===== config.mk =====
export PLATFORM = sky130hd
export DESIGN_NAME = piecewise_linear_contrast_stretch
export DESIGN_NICKNAME = d
export VERILOG_FILES = /design/src/hw/rtl/plcs_pkg.sv /design/src/hw/rtl/plcs_front.sv /design/src/hw/rtl/plcs_div.sv /design/src/hw/rtl/piecewise_linear_contrast_stretch.sv
export SDC_FILE = /design/constraint.sdc
export NUM_CORES = 1
export LEC_CHECK = 0
export ABC_CLOCK_PERIOD_IN_PS = 11300
export BUFFER_PORTS_ARGS = -buffer_cell sky130_fd_sc_hd__clkbuf_2
export CAP_MARGIN = 20
export CORE_MARGIN = 5
export CORE_UTILIZATION = 40
export CTS_CLUSTER_DIAMETER = 120
export DETAILED_ROUTE_END_ITERATION = 12
export MAX_ROUTING_LAYER = met4
export PLACE_DENSITY = 0.58
export SLEW_MARGIN = 20
export SYNTH_ARGS = -nofsm -noshare
export SYNTH_HDL_FRONTEND = slang
export SYNTH_SLANG_ARGS = --single-unit

===== constraint.sdc =====
create_clock -name clk -period 11.3 [get_ports clk]
set_clock_uncertainty 0.1 [all_clocks]
set_input_delay 2.26 -clock clk [delete_from_list [all_inputs] [get_ports clk]]
set_output_delay 2.26 -clock clk [all_outputs]
set_load 0.02 [all_outputs]

===== src/hw/rtl/plcs_pkg.sv =====
// ----------------------------------------------------------------------------
// plcs_pkg: shared types and constants of the contrast stretch
// Holds the register indexes, segment codes and the structures that travel
// between the front end, the divider and the output stage.
// ----------------------------------------------------------------------------
package plcs_pkg;

  localparam int PixW = 8;
  localparam int MagW = 2 * PixW;
  localparam int RemW = MagW + 2;
  localparam int DivW = PixW + 1;

  localparam logic [PixW-1:0] FULL_SCALE = 8'd255;

  localparam logic [1:0] REG_IN_LOW_KNEE   = 2'd0;
  localparam logic [1:0] REG_IN_HIGH_KNEE  = 2'd1;
  localparam logic [1:0] REG_OUT_LOW_KNEE  = 2'd2;
  localparam logic [1:0] REG_OUT_HIGH_KNEE = 2'd3;

  localparam logic [1:0] SEG_LOW  = 2'd0;
  localparam logic [1:0] SEG_MID  = 2'd1;
  localparam logic [1:0] SEG_HIGH = 2'd2;

  typedef struct packed {
    logic [PixW-1:0] in_low;
    logic [PixW-1:0] in_high;
    logic [PixW-1:0] out_low;
    logic [PixW-1:0] out_high;
  } knees_t;

  typedef struct packed {
    logic [PixW-1:0] base;
    logic            neg;
    logic            zero;
    logic [1:0]      seg;
  } side_t;

endpackage


===== src/hw/rtl/plcs_front.sv =====
// ----------------------------------------------------------------------------
// plcs_front: segment selection and product
// Chooses the segment of each pixel, registers the operands, then forms the
// numerator magnitude in a second register stage.
// ----------------------------------------------------------------------------
module plcs_front (
  input  logic                     clk,
  input  logic                     rst_n,
  input  logic                     vld_in,
  input  logic [plcs_pkg::PixW-1:0] pixel,
  input  plcs_pkg::knees_t         knees,
  output logic                     vld_out,
  output logic [plcs_pkg::MagW-1:0] mag,
  output logic [plcs_pkg::PixW-1:0] den,
  output plcs_pkg::side_t          side
);

  logic [plcs_pkg::PixW-1:0] opa_nxt, opb_nxt, den_nxt;
  plcs_pkg::side_t           side_nxt;

  logic [plcs_pkg::PixW-1:0] opa_r, opb_r, den_a_r;
  plcs_pkg::side_t           side_a_r;
  logic                      vld_a_r;

  logic [plcs_pkg::MagW-1:0] mag_r;
  logic [plcs_pkg::PixW-1:0] den_b_r;
  plcs_pkg::side_t           side_b_r;
  logic                      vld_b_r;

  always_comb begin
    side_nxt.neg = 1'b0;
    if (pixel < knees.in_low) begin
      opa_nxt       = knees.out_low;
      opb_nxt       = pixel;
      den_nxt       = knees.in_low;
      side_nxt.base = '0;
      side_nxt.seg  = plcs_pkg::SEG_LOW;
    end else if (pixel > knees.in_high) begin
      opa_nxt       = plcs_pkg::FULL_SCALE - knees.out_high;
      opb_nxt       = pixel - knees.in_high;
      den_nxt       = plcs_pkg::FULL_SCALE - knees.in_high;
      side_nxt.base = knees.out_high;
      side_nxt.seg  = plcs_pkg::SEG_HIGH;
    end else begin
      if (knees.out_high < knees.out_low) begin
        opa_nxt      = knees.out_low - knees.out_high;
        side_nxt.neg = 1'b1;
      end else begin
        opa_nxt = knees.out_high - knees.out_low;
      end
      opb_nxt       = pixel - knees.in_low;
      den_nxt       = knees.in_high - knees.in_low;
      side_nxt.base = knees.out_low;
      side_nxt.seg  = plcs_pkg::SEG_MID;
    end
    side_nxt.zero = (den_nxt == '0);
  end

  always_ff @(posedge clk) begin
    if (!rst_n) begin
      vld_a_r <= 1'b0;
      vld_b_r <= 1'b0;
    end else begin
      vld_a_r <= vld_in;
      vld_b_r <= vld_a_r;
    end
  end

  always_ff @(posedge clk) begin
    opa_r    <= opa_nxt;
    opb_r    <= opb_nxt;
    den_a_r  <= den_nxt;
    side_a_r <= side_nxt;
    mag_r    <= opa_r * opb_r;
    den_b_r  <= den_a_r;
    side_b_r <= side_a_r;
  end

  assign vld_out = vld_b_r;
  assign mag     = mag_r;
  assign den     = den_b_r;
  assign side    = side_b_r;

endmodule


===== src/hw/rtl/plcs_div.sv =====
// ----------------------------------------------------------------------------
// plcs_div: pipelined rounding divider
// Restoring division of (2*mag + den) by 2*den, two quotient bits per
// stage over four stages, giving the quotient rounded half away from zero.
// ----------------------------------------------------------------------------
module plcs_div (
  input  logic                      clk,
  input  logic                      rst_n,
  input  logic                      vld_in,
  input  logic [plcs_pkg::MagW-1:0] mag,
  input  logic [plcs_pkg::PixW-1:0] den,
  input  plcs_pkg::side_t           side_in,
  output logic                      vld_out,
  output logic [plcs_pkg::PixW-1:0] quo,
  output plcs_pkg::side_t           side_out
);

  localparam int Stages = plcs_pkg::PixW / 2;

  logic [plcs_pkg::RemW-1:0] rem_r  [Stages-1];
  logic [plcs_pkg::DivW-1:0] dv_r   [Stages-1];
  logic [plcs_pkg::PixW-1:0] quo_r  [Stages];
  plcs_pkg::side_t           side_r [Stages];
  logic                      vld_r  [Stages];

  for (genvar k = 0; k < Stages; k++) begin : g_stage
    localparam int Hi = plcs_pkg::PixW - 1 - 2 * k;
    localparam int Lo = Hi - 1;

    logic [plcs_pkg::RemW-1:0] rem_cur, rem_mid, rem_nxt, sub_hi, sub_lo;
    logic [plcs_pkg::DivW-1:0] dv_cur;
    logic [plcs_pkg::PixW-1:0] quo_cur, quo_nxt;
    plcs_pkg::side_t           side_cur;
    logic                      vld_cur;

    if (k == 0) begin : g_first
      assign rem_cur  = {1'b0, mag, 1'b0} + plcs_pkg::RemW'(den);
      assign dv_cur   = {den, 1'b0};
      assign quo_cur  = '0;
      assign side_cur = side_in;
      assign vld_cur  = vld_in;
    end else begin : g_next
      assign rem_cur  = rem_r[k-1];
      assign dv_cur   = dv_r[k-1];
      assign quo_cur  = quo_r[k-1];
      assign side_cur = side_r[k-1];
      assign vld_cur  = vld_r[k-1];
    end

    always_comb begin
      quo_nxt = quo_cur;
      sub_hi  = plcs_pkg::RemW'(dv_cur) << Hi;
      sub_lo  = plcs_pkg::RemW'(dv_cur) << Lo;
      rem_mid = rem_cur;
      if (rem_cur >= sub_hi) begin
        rem_mid     = rem_cur - sub_hi;
        quo_nxt[Hi] = 1'b1;
      end
      rem_nxt = rem_mid;
      if (rem_mid >= sub_lo) begin
        rem_nxt     = rem_mid - sub_lo;
        quo_nxt[Lo] = 1'b1;
      end
    end

    always_ff @(posedge clk) begin
      if (!rst_n) begin
        vld_r[k] <= 1'b0;
      end else begin
        vld_r[k] <= vld_cur;
      end
    end

    always_ff @(posedge clk) begin
      quo_r[k]  <= quo_nxt;
      side_r[k] <= side_cur;
    end

    if (k < Stages - 1) begin : g_keep
      always_ff @(posedge clk) begin
        rem_r[k] <= rem_nxt;
        dv_r[k]  <= dv_cur;
      end
    end
  end

  assign vld_out  = vld_r[Stages-1];
  assign quo      = quo_r[Stages-1];
  assign side_out = side_r[Stages-1];

endmodule


===== src/hw/rtl/piecewise_linear_contrast_stretch.sv =====
// ----------------------------------------------------------------------------
// piecewise_linear_contrast_stretch: three-segment grey level mapping
// Maps each 8-bit pixel through the curve (0,0), knees, (255,255).
//
// A pixel is taken at a rising edge with start high and busy low. Busy is
// always low, so a new pixel may be offered in every cycle and the block
// sustains one transfer per clock.
// The result appears on out_pixel_out and out_segment with out_valid high
// for one cycle. Results leave in input order. Each pixel passes through
// the operand stage, the multiplier stage, four divider stages of two
// quotient bits each and the output register.
// The receiver cannot hold results off; every strobe is a transfer.
// The four knee registers are written through cfg_we, cfg_index and
// cfg_data, and should only be changed while no pixel is in flight.
// Reset clears the pipeline and sets the knees to the identity curve.
// ----------------------------------------------------------------------------
module piecewise_linear_contrast_stretch (
  input  logic                      clk,
  input  logic                      rst_n,
  input  logic                      start,
  output logic                      busy,
  input  logic [plcs_pkg::PixW-1:0] in_pixel_in,
  output logic                      out_valid,
  output logic [plcs_pkg::PixW-1:0] out_pixel_out,
  output logic [1:0]                out_segment,
  input  logic                      cfg_we,
  input  logic [1:0]                cfg_index,
  input  logic [plcs_pkg::PixW-1:0] cfg_data
);

  plcs_pkg::knees_t          knees_r;
  logic                      front_vld, div_vld;
  logic [plcs_pkg::MagW-1:0] front_mag;
  logic [plcs_pkg::PixW-1:0] front_den, div_quo;
  plcs_pkg::side_t           front_side, div_side;

  logic [plcs_pkg::PixW+1:0] level;
  logic [plcs_pkg::PixW-1:0] quo_eff, pixel_nxt;
  logic                      valid_r;
  logic [plcs_pkg::PixW-1:0] pixel_r;
  logic [1:0]                seg_r;

  assign busy = 1'b0;

  always_ff @(posedge clk) begin
    if (!rst_n) begin
      knees_r.in_low   <= '0;
      knees_r.in_high  <= plcs_pkg::FULL_SCALE;
      knees_r.out_low  <= '0;
      knees_r.out_high <= plcs_pkg::FULL_SCALE;
    end else if (cfg_we) begin
      case (cfg_index)
        plcs_pkg::REG_IN_LOW_KNEE:   knees_r.in_low   <= cfg_data;
        plcs_pkg::REG_IN_HIGH_KNEE:  knees_r.in_high  <= cfg_data;
        plcs_pkg::REG_OUT_LOW_KNEE:  knees_r.out_low  <= cfg_data;
        plcs_pkg::REG_OUT_HIGH_KNEE: knees_r.out_high <= cfg_data;
        default: ;
      endcase
    end
  end

  plcs_front u_front (
    .clk     (clk),
    .rst_n   (rst_n),
    .vld_in  (start & ~busy),
    .pixel   (in_pixel_in),
    .knees   (knees_r),
    .vld_out (front_vld),
    .mag     (front_mag),
    .den     (front_den),
    .side    (front_side)
  );

  plcs_div u_div (
    .clk      (clk),
    .rst_n    (rst_n),
    .vld_in   (front_vld),
    .mag      (front_mag),
    .den      (front_den),
    .side_in  (front_side),
    .vld_out  (div_vld),
    .quo      (div_quo),
    .side_out (div_side)
  );

  // A zero divisor gives a zero quotient, so the level is the base alone.
  always_comb begin
    quo_eff = div_side.zero ? '0 : div_quo;
    if (div_side.neg) begin
      level = {2'b00, div_side.base} - {2'b00, quo_eff};
    end else begin
      level = {2'b00, div_side.base} + {2'b00, quo_eff};
    end
    if (level[plcs_pkg::PixW+1]) begin
      pixel_nxt = '0;
    end else if (level[plcs_pkg::PixW]) begin
      pixel_nxt = plcs_pkg::FULL_SCALE;
    end else begin
      pixel_nxt = level[plcs_pkg::PixW-1:0];
    end
  end

  always_ff @(posedge clk) begin
    if (!rst_n) begin
      valid_r <= 1'b0;
    end else begin
      valid_r <= div_vld;
    end
  end

  always_ff @(posedge clk) begin
    pixel_r <= pixel_nxt;
    seg_r   <= div_side.seg;
  end

  assign out_valid     = valid_r;
  assign out_pixel_out = pixel_r;
  assign out_segment   = seg_r;

endmodule

* After elaboration in Yosys (flattened, before gate mapping)
Memory sizes are Yosys's and may differ from the RTL's. A register that Yosys moved wholly into a read port is not among the register bits.
Cells that the tools add are included.
** Operators by class
- Multiplexer cells :: 34
- Div/mod/pow operators :: 0
- Reduce and logical (&&, ||, !) cells :: 8
- Shifts and indexed selects :: 0
- Multipliers :: 1
- Bitwise operators :: 4
- $lt $le $gt $ge :: 11
- Eq/ne operators :: 3
- $add $sub $neg :: 17
** Operator list (number)
- two-way mux 18 bit :: 7
- two-way mux 8 bit :: 10
- subtractor 8 bit :: 5
- adder 17 x 8 -> 18 bit :: 1
- greater-or-equal comparator 18 x 10 -> 1 bit :: 1
- greater-or-equal comparator 18 x 11 -> 1 bit :: 1
- greater-or-equal comparator 18 x 12 -> 1 bit :: 1
- greater-or-equal comparator 18 x 13 -> 1 bit :: 1
- greater-or-equal comparator 18 x 14 -> 1 bit :: 1
- greater-or-equal comparator 18 x 15 -> 1 bit :: 1
- greater-or-equal comparator 18 x 16 -> 1 bit :: 1
- greater-or-equal comparator 18 x 9 -> 1 bit :: 1
- subtractor 18 x 10 -> 18 bit :: 1
- subtractor 18 x 11 -> 18 bit :: 1
- subtractor 18 x 12 -> 18 bit :: 1
- subtractor 18 x 13 -> 18 bit :: 1
- subtractor 18 x 14 -> 18 bit :: 1
- subtractor 18 x 15 -> 18 bit :: 1
- subtractor 18 x 16 -> 18 bit :: 1
- < comparator 8 bit :: 2
- multiplier 8 x 8 -> 16 bit :: 1
- subtractor 8 bit, first input constant :: 2
- two-way mux 1 bit :: 15
- two-way mux 10 bit :: 1
- 12 further kinds :: 19
** Word-level totals
- Logic and storage cells :: 104
- Bits in registers :: 116
- Memories :: 5
- Output and inout bits :: 12
- Memory bits (read-only) :: 0
- Latch bits :: 0
- RAM bits :: 165
** Memory list
- u_div.rem_r :: depth 3, width 18, rd ports 3, clocked after memory_dff 0, wr ports 3, line plcs_div.sv:20 : logic [plcs_pkg::RemW-1:0] rem_r [Stages-1];
- u_div.side_r :: depth 4, width 12, rd ports 4, clocked after memory_dff 0, wr ports 4, line plcs_div.sv:23 : plcs_pkg::side_t side_r [Stages];
- u_div.quo_r :: depth 4, width 8, rd ports 4, clocked after memory_dff 0, wr ports 4, line plcs_div.sv:22 : logic [plcs_pkg::PixW-1:0] quo_r [Stages];
- u_div.dv_r :: depth 3, width 9, rd ports 3, clocked after memory_dff 0, wr ports 3, line plcs_div.sv:21 : logic [plcs_pkg::DivW-1:0] dv_r [Stages-1];
- u_div.vld_r :: depth 4, width 1, rd ports 4, clocked after memory_dff 1, wr ports 4, line plcs_div.sv:24 : logic vld_r [Stages];

* Logic depth before layout (Yosys ltp)
- Depth after elaboration :: 5
- Mapped depth :: 27
- Depth with buffers taken out :: 26

* Modules after synthesis
From an unflattened synthesis, not the netlist that was laid out.
** Unflattened totals
- Cell total of the unflattened synthesis :: 1730
- Area total of the unflattened synthesis :: 15564.9 um^2
** By module, submodules not included
- plcs_div :: times used 1, sequential area each 2942.8 um^2, area each 7505.9 um^2, cells an instance 819
- plcs_front :: times used 1, sequential area each 1481.4 um^2, area each 5810.6 um^2, cells an instance 658
- piecewise_linear_contrast_stretch :: times used 1, sequential area each 860.8 um^2, area each 2248.4 um^2, cells an instance 253

* Worst setup path before layout
No wires, ideal clock.
- Path kind :: reg2reg
- Start :: register u_front.den_b_r, in the netlist u_front.den[1]
- End :: memory u_div.rem_r[0][11] (netlist bit)
- Setup slack :: 5.861 ns
- Required time :: 11.079 ns
- Data arrival time :: 5.218 ns
- Stages on the path, launching flop included :: 27
- Buffers on the path :: 1
- Cells stage by stage :: dfxtp_1 -> ha_1 -> inv_1 -> fa_1 -> nand2b_1 -> a21o_1 -> a21o_1 -> nand2b_1 -> xor2_1 -> fa_1 -> nor2b_1 -> o21ai_0 -> a21oi_1 -> nor3_1 -> o211ai_4 -> mux2_2 -> inv_1 -> ha_1 -> nor2b_1 -> o21a_1 -> o21ai_0 -> a21oi_1 -> o21ai_0 -> a21oi_1 -> nor4b_4 -> buf_6 -> o21ai_0
** RTL lines
- start: declaration :: line plcs_front.sv:26 : logic [plcs_pkg::PixW-1:0] den_b_r;
- start signal: assignment :: line plcs_front.sv:75 : den_b_r <= den_a_r;
- end: declaration :: line plcs_div.sv:20

==> impl_summary.log <==
INFO  metric numPortBuffers = 32
INFO  metric yosysTopAreaCellShare = 34.70%
INFO  metric synth_area_leaders = sky130_fd_sc_hd__dfxtp_1 35%, sky130_fd_sc_hd__ha_1 13%, sky130_fd_sc_hd__fa_1 6.7%
INFO  metric worst_setup_hold_path_clk_slew = 0.07 ns
INFO  metric post_cts.resized_instances = 0
INFO  metric routabilityCongestion = 0.8382
INFO  metric timing.final.max_slew_violations = 0
INFO  metric post-synth-top-count-cell = sky130_fd_sc_hd__dfxtp_1
INFO  metric synth_fa_ha_area_share = 19.85%
INFO  metric ys_seq_elements = 264
INFO  metric nNetsFinal = 1947
INFO  metric synth.cell_area = 15230 sq um
INFO  metric synth_top_cells_by_count = 264 x sky130_fd_sc_hd__dfxtp_1, 165 x sky130_fd_sc_hd__inv_1, 160 x sky130_fd_sc_hd__ha_1, 157 x sky130_fd_sc_hd__nand2_1, 120 x sky130_fd_sc_hd__a21oi_1
INFO  metric ys.warnings.count = 0
INFO  metric setup.worst_path.start = u_front.den[1]
INFO  metric start_kind = flip-flop
INFO  metric min-delay-start = u_div.side_r[1][7]
INFO  metric syn-num-nets = 1915
INFO  metric grt_max_degree = 40
INFO  metric netlist-cell-type-count = 78
INFO  metric postRouteWirelength = 32120 microns
INFO  metric total_via_count_in_the_routed_design = 11200
INFO  metric crit-reg2reg-capture = u_div.rem_r[0][17]
INFO  metric dr.pass1.iters = 5
INFO  metric ant_nets = 0
INFO  metric worst-slew-pin-transition = 0.7570 ns
INFO  metric dpl.hpwl = 25370 microns
INFO  metric final_layout_size_suffix_gt1_share = 7.604%
INFO  metric core_box_area = 37670 sq um
INFO  metric totalNegativeSetupSlack = 0 ns
INFO  metric detailedRoute.firstIterationViolations = 424
INFO  metric synthSimpleGateAreaFrac = 16.96%
INFO  metric max_freq = 0.1551 GHz
INFO  metric clock_tree.htree_level_count = 1
INFO  metric num_io_pins = 34
INFO  metric synthDominantAreaCellType = sky130_fd_sc_hd__dfxtp_1
INFO  metric initial_utilization = 40.44%
INFO  metric post_cts.repair.setup_buffers = 0
INFO  metric drc = 0
INFO  metric synthCells = 1682
INFO  metric antenna_found_initial = 0
INFO  metric rsz0062_at_grt = false
INFO  metric crit_type = reg2reg
INFO  metric total_die_area = 42080 sq um
INFO  metric final-seq-area = 5285 sq um
INFO  metric setup-violations-final = 0
INFO  metric reg2reg_from = u_front.den[1]
INFO  metric crit_fanout = 16
INFO  metric async_reset_ff_share = 0%
INFO  metric worst_hold_path_type = reg2reg
INFO  metric postSynthAreaPerCell = 9.056 sq um
INFO  metric global_route.usage.total = 15.99%
INFO  metric routed_wire_length_per_instance = 14.29 microns
INFO  metric synth-edff-count = 0
INFO  metric synth-xor-area-share = 5.175%
INFO  metric first_pass_grt_wire_length = 54690 microns
INFO  metric timing.max_slew.rel_slack = 49.32%
INFO  metric worstSkewPairLatency = 0.56 ns
INFO  metric chipHeight = 205.1 microns
INFO  metric cts_tree = done
INFO  metric combinational_family_with_the_most_area_after_synthesis = adder cells
INFO  metric cts-hold-fix-buffers = 0
INFO  metric areaGrowthSynthToFinish = 11.25%
INFO  metric insertedDiodeCount = 0
INFO  metric max_cap_viol_count = 0
INFO  metric worstHoldEndpoint = u_div.side_r[2][7]
INFO  metric cp_data_required_time = 11.65 ns
INFO  metric synth_area_in_compound_gates = 14.86%
INFO  metric yosys_most_used_dff = sky130_fd_sc_hd__dfxtp_1
INFO  metric fill_cells = 3690
INFO  metric die_x = 205.1 microns
INFO  metric layout_min_cycle_time = 6.445 ns
INFO  metric ctsLongestPathBuffers = 3
INFO  metric synth.yosys.seq_area_share = 34.70%
INFO  metric worstHoldPathCells = 0
INFO  metric via_per_inst = 4.984
INFO  metric grt_pass1_vias = 11420
INFO  metric sinks_on_clock_net = 264
INFO  metric finalHoldViolCount = 0
INFO  metric cts-root-buf = sky130_fd_sc_hd__clkbuf_16
INFO  metric critPathArrivalTime = 6.80 ns
INFO  metric layout_worst_path_cycle_share = 57.04%
INFO  metric numCtsBuffers = 28
INFO  metric multi_input_area = 9175 sq um
INFO  metric synth_mux_area_share = 3.286%
INFO  metric worst-r2r-setup-slack = 4.85 ns
INFO  metric run_status = finished, final reports clean
INFO  metric grt_remaining_overflow = 0
INFO  metric num_rows = 71
INFO  metric worstRegToRegCells = 25
INFO  metric critical_path.endpoint_type = flip-flop
==> cell usage in the layout (no fill, tap or decap), types with 26 or more instances in the layout <==
master                      netlist  layout
sky130_fd_sc_hd__o21ai_0         87      87
sky130_fd_sc_hd__and2_1          42      42
sky130_fd_sc_hd__dfxtp_1        264     264
sky130_fd_sc_hd__clkbuf_2         0      32
sky130_fd_sc_hd__nor2_1          97      96
sky130_fd_sc_hd__clkbuf_16        0      28
sky130_fd_sc_hd__a21o_1          26      26
sky130_fd_sc_hd__nand2b_1        32      32
sky130_fd_sc_hd__ha_1           160     160
sky130_fd_sc_hd__xor2_1          36      36
sky130_fd_sc_hd__fa_1            51      51
sky130_fd_sc_hd__inv_1          165     165
sky130_fd_sc_hd__nand2_1        157     157
sky130_fd_sc_hd__a21oi_1        120     120
sky130_fd_sc_hd__mux2i_1         29      29
sky130_fd_sc_hd__nor3_1          27      27
sky130_fd_sc_hd__xnor2_1         54      54
sky130_fd_sc_hd__nor2b_1         45      44
==> sequential cells by signal (all words and copies together) (netlist names), 12 cells and up <==
signal,cells
u_front.side_a_r,12
u_div.rem_r,54
knees_r,32
u_front.mag,16
u_div.side_r,48
u_div.quo_r,20
u_div.dv_r,21
u_front.side,12
==> cell families after synthesis <==
group / count (synthesis)
AOI/OAI and AO/OA: 362
xor gates and xnor gates: 90
adders and majority gates: 211
buffers and inverters: 202
DFF: 264
muxes: 47
other: 1
and+or+nand+nor: 505
==> metal layers <==
metal  part of all wire (%)  global-route usage (%)  wire length (microns)  vias to the layer above
met1                     47                   20.02                  15180                     5201
li1                       -                       -                      -                     5828
met5                      0                       -                      0                        -
met2                     48                   27.84                  15460                      126
met4                    2.1                   3.780                    688                        0
met3                    2.4                   1.726                    782                       45
==> worst max-delay path by stage <==
stage                               to  slack [ns]  cells after the start
finish              u_div.rem_r[0][17]        4.85                     25
CTS                 u_div.rem_r[0][17]        4.80                     25
floorplan           u_div.rem_r[0][11]        5.86                     26
global route        u_div.rem_r[0][17]        4.23                     25
global placement    u_div.rem_r[0][17]        4.94                     26
detailed placement  u_div.rem_r[0][17]        4.81                     25
==> stage by stage <==
step	worst slack [ns]	hold slack, ns	instance area (sq um)	utilization [%]	cells
after floorplan	5.861	0.2096	15230	-	1682
after global placement	4.943	0.2103	15930	42.29	2195
after detailed placement	4.808	0.2121	15930	42.29	2195
after CTS	4.799	0.2214	16940	44.98	2247
after global routing	4.232	0.2285	16950	44.99	2247
final	4.855	0.2189	16950	44.99	2247
==> critical path, stage by stage (launching register included) <==
cell and delay, ns:
sky130_fd_sc_hd__dfxtp_1 0.46, sky130_fd_sc_hd__ha_1 0.24, sky130_fd_sc_hd__inv_1 0.06, sky130_fd_sc_hd__fa_1 0.39, sky130_fd_sc_hd__nand2b_1 0.19, sky130_fd_sc_hd__a21o_1 0.20
sky130_fd_sc_hd__a21o_1 0.20, sky130_fd_sc_hd__nor2_1 0.13, sky130_fd_sc_hd__xor2_1 0.28, sky130_fd_sc_hd__ha_1 0.36, sky130_fd_sc_hd__a21oi_1 0.16, sky130_fd_sc_hd__o21ai_0 0.15
sky130_fd_sc_hd__nor3_1 0.41, sky130_fd_sc_hd__o211ai_4 0.26, sky130_fd_sc_hd__mux2_2 0.37, sky130_fd_sc_hd__inv_1 0.09, sky130_fd_sc_hd__ha_1 0.24, sky130_fd_sc_hd__nor2b_1 0.13
sky130_fd_sc_hd__o21a_1 0.17, sky130_fd_sc_hd__o21ai_0 0.22, sky130_fd_sc_hd__a21oi_1 0.13, sky130_fd_sc_hd__o21ai_0 0.23, sky130_fd_sc_hd__a21oi_1 0.17, sky130_fd_sc_hd__nor4b_4 0.71
sky130_fd_sc_hd__nor2_1 0.14, sky130_fd_sc_hd__xnor2_1 0.16
==> layout make-up <==
type / instances / share of cell area (%)
clock inverter: 17 / 1.514
multi-input combinational: 1216 / 54.15
sequential: 264 / 31.19
inverter: 165 / 3.655
clock buffer: 35 / 4.467
tap: 511 / 3.773
timing repair buffer: 39 / 1.255
Power is not shown: default switching activity piles up to over one toggle a cycle in this logic, so the estimate is an artifact.
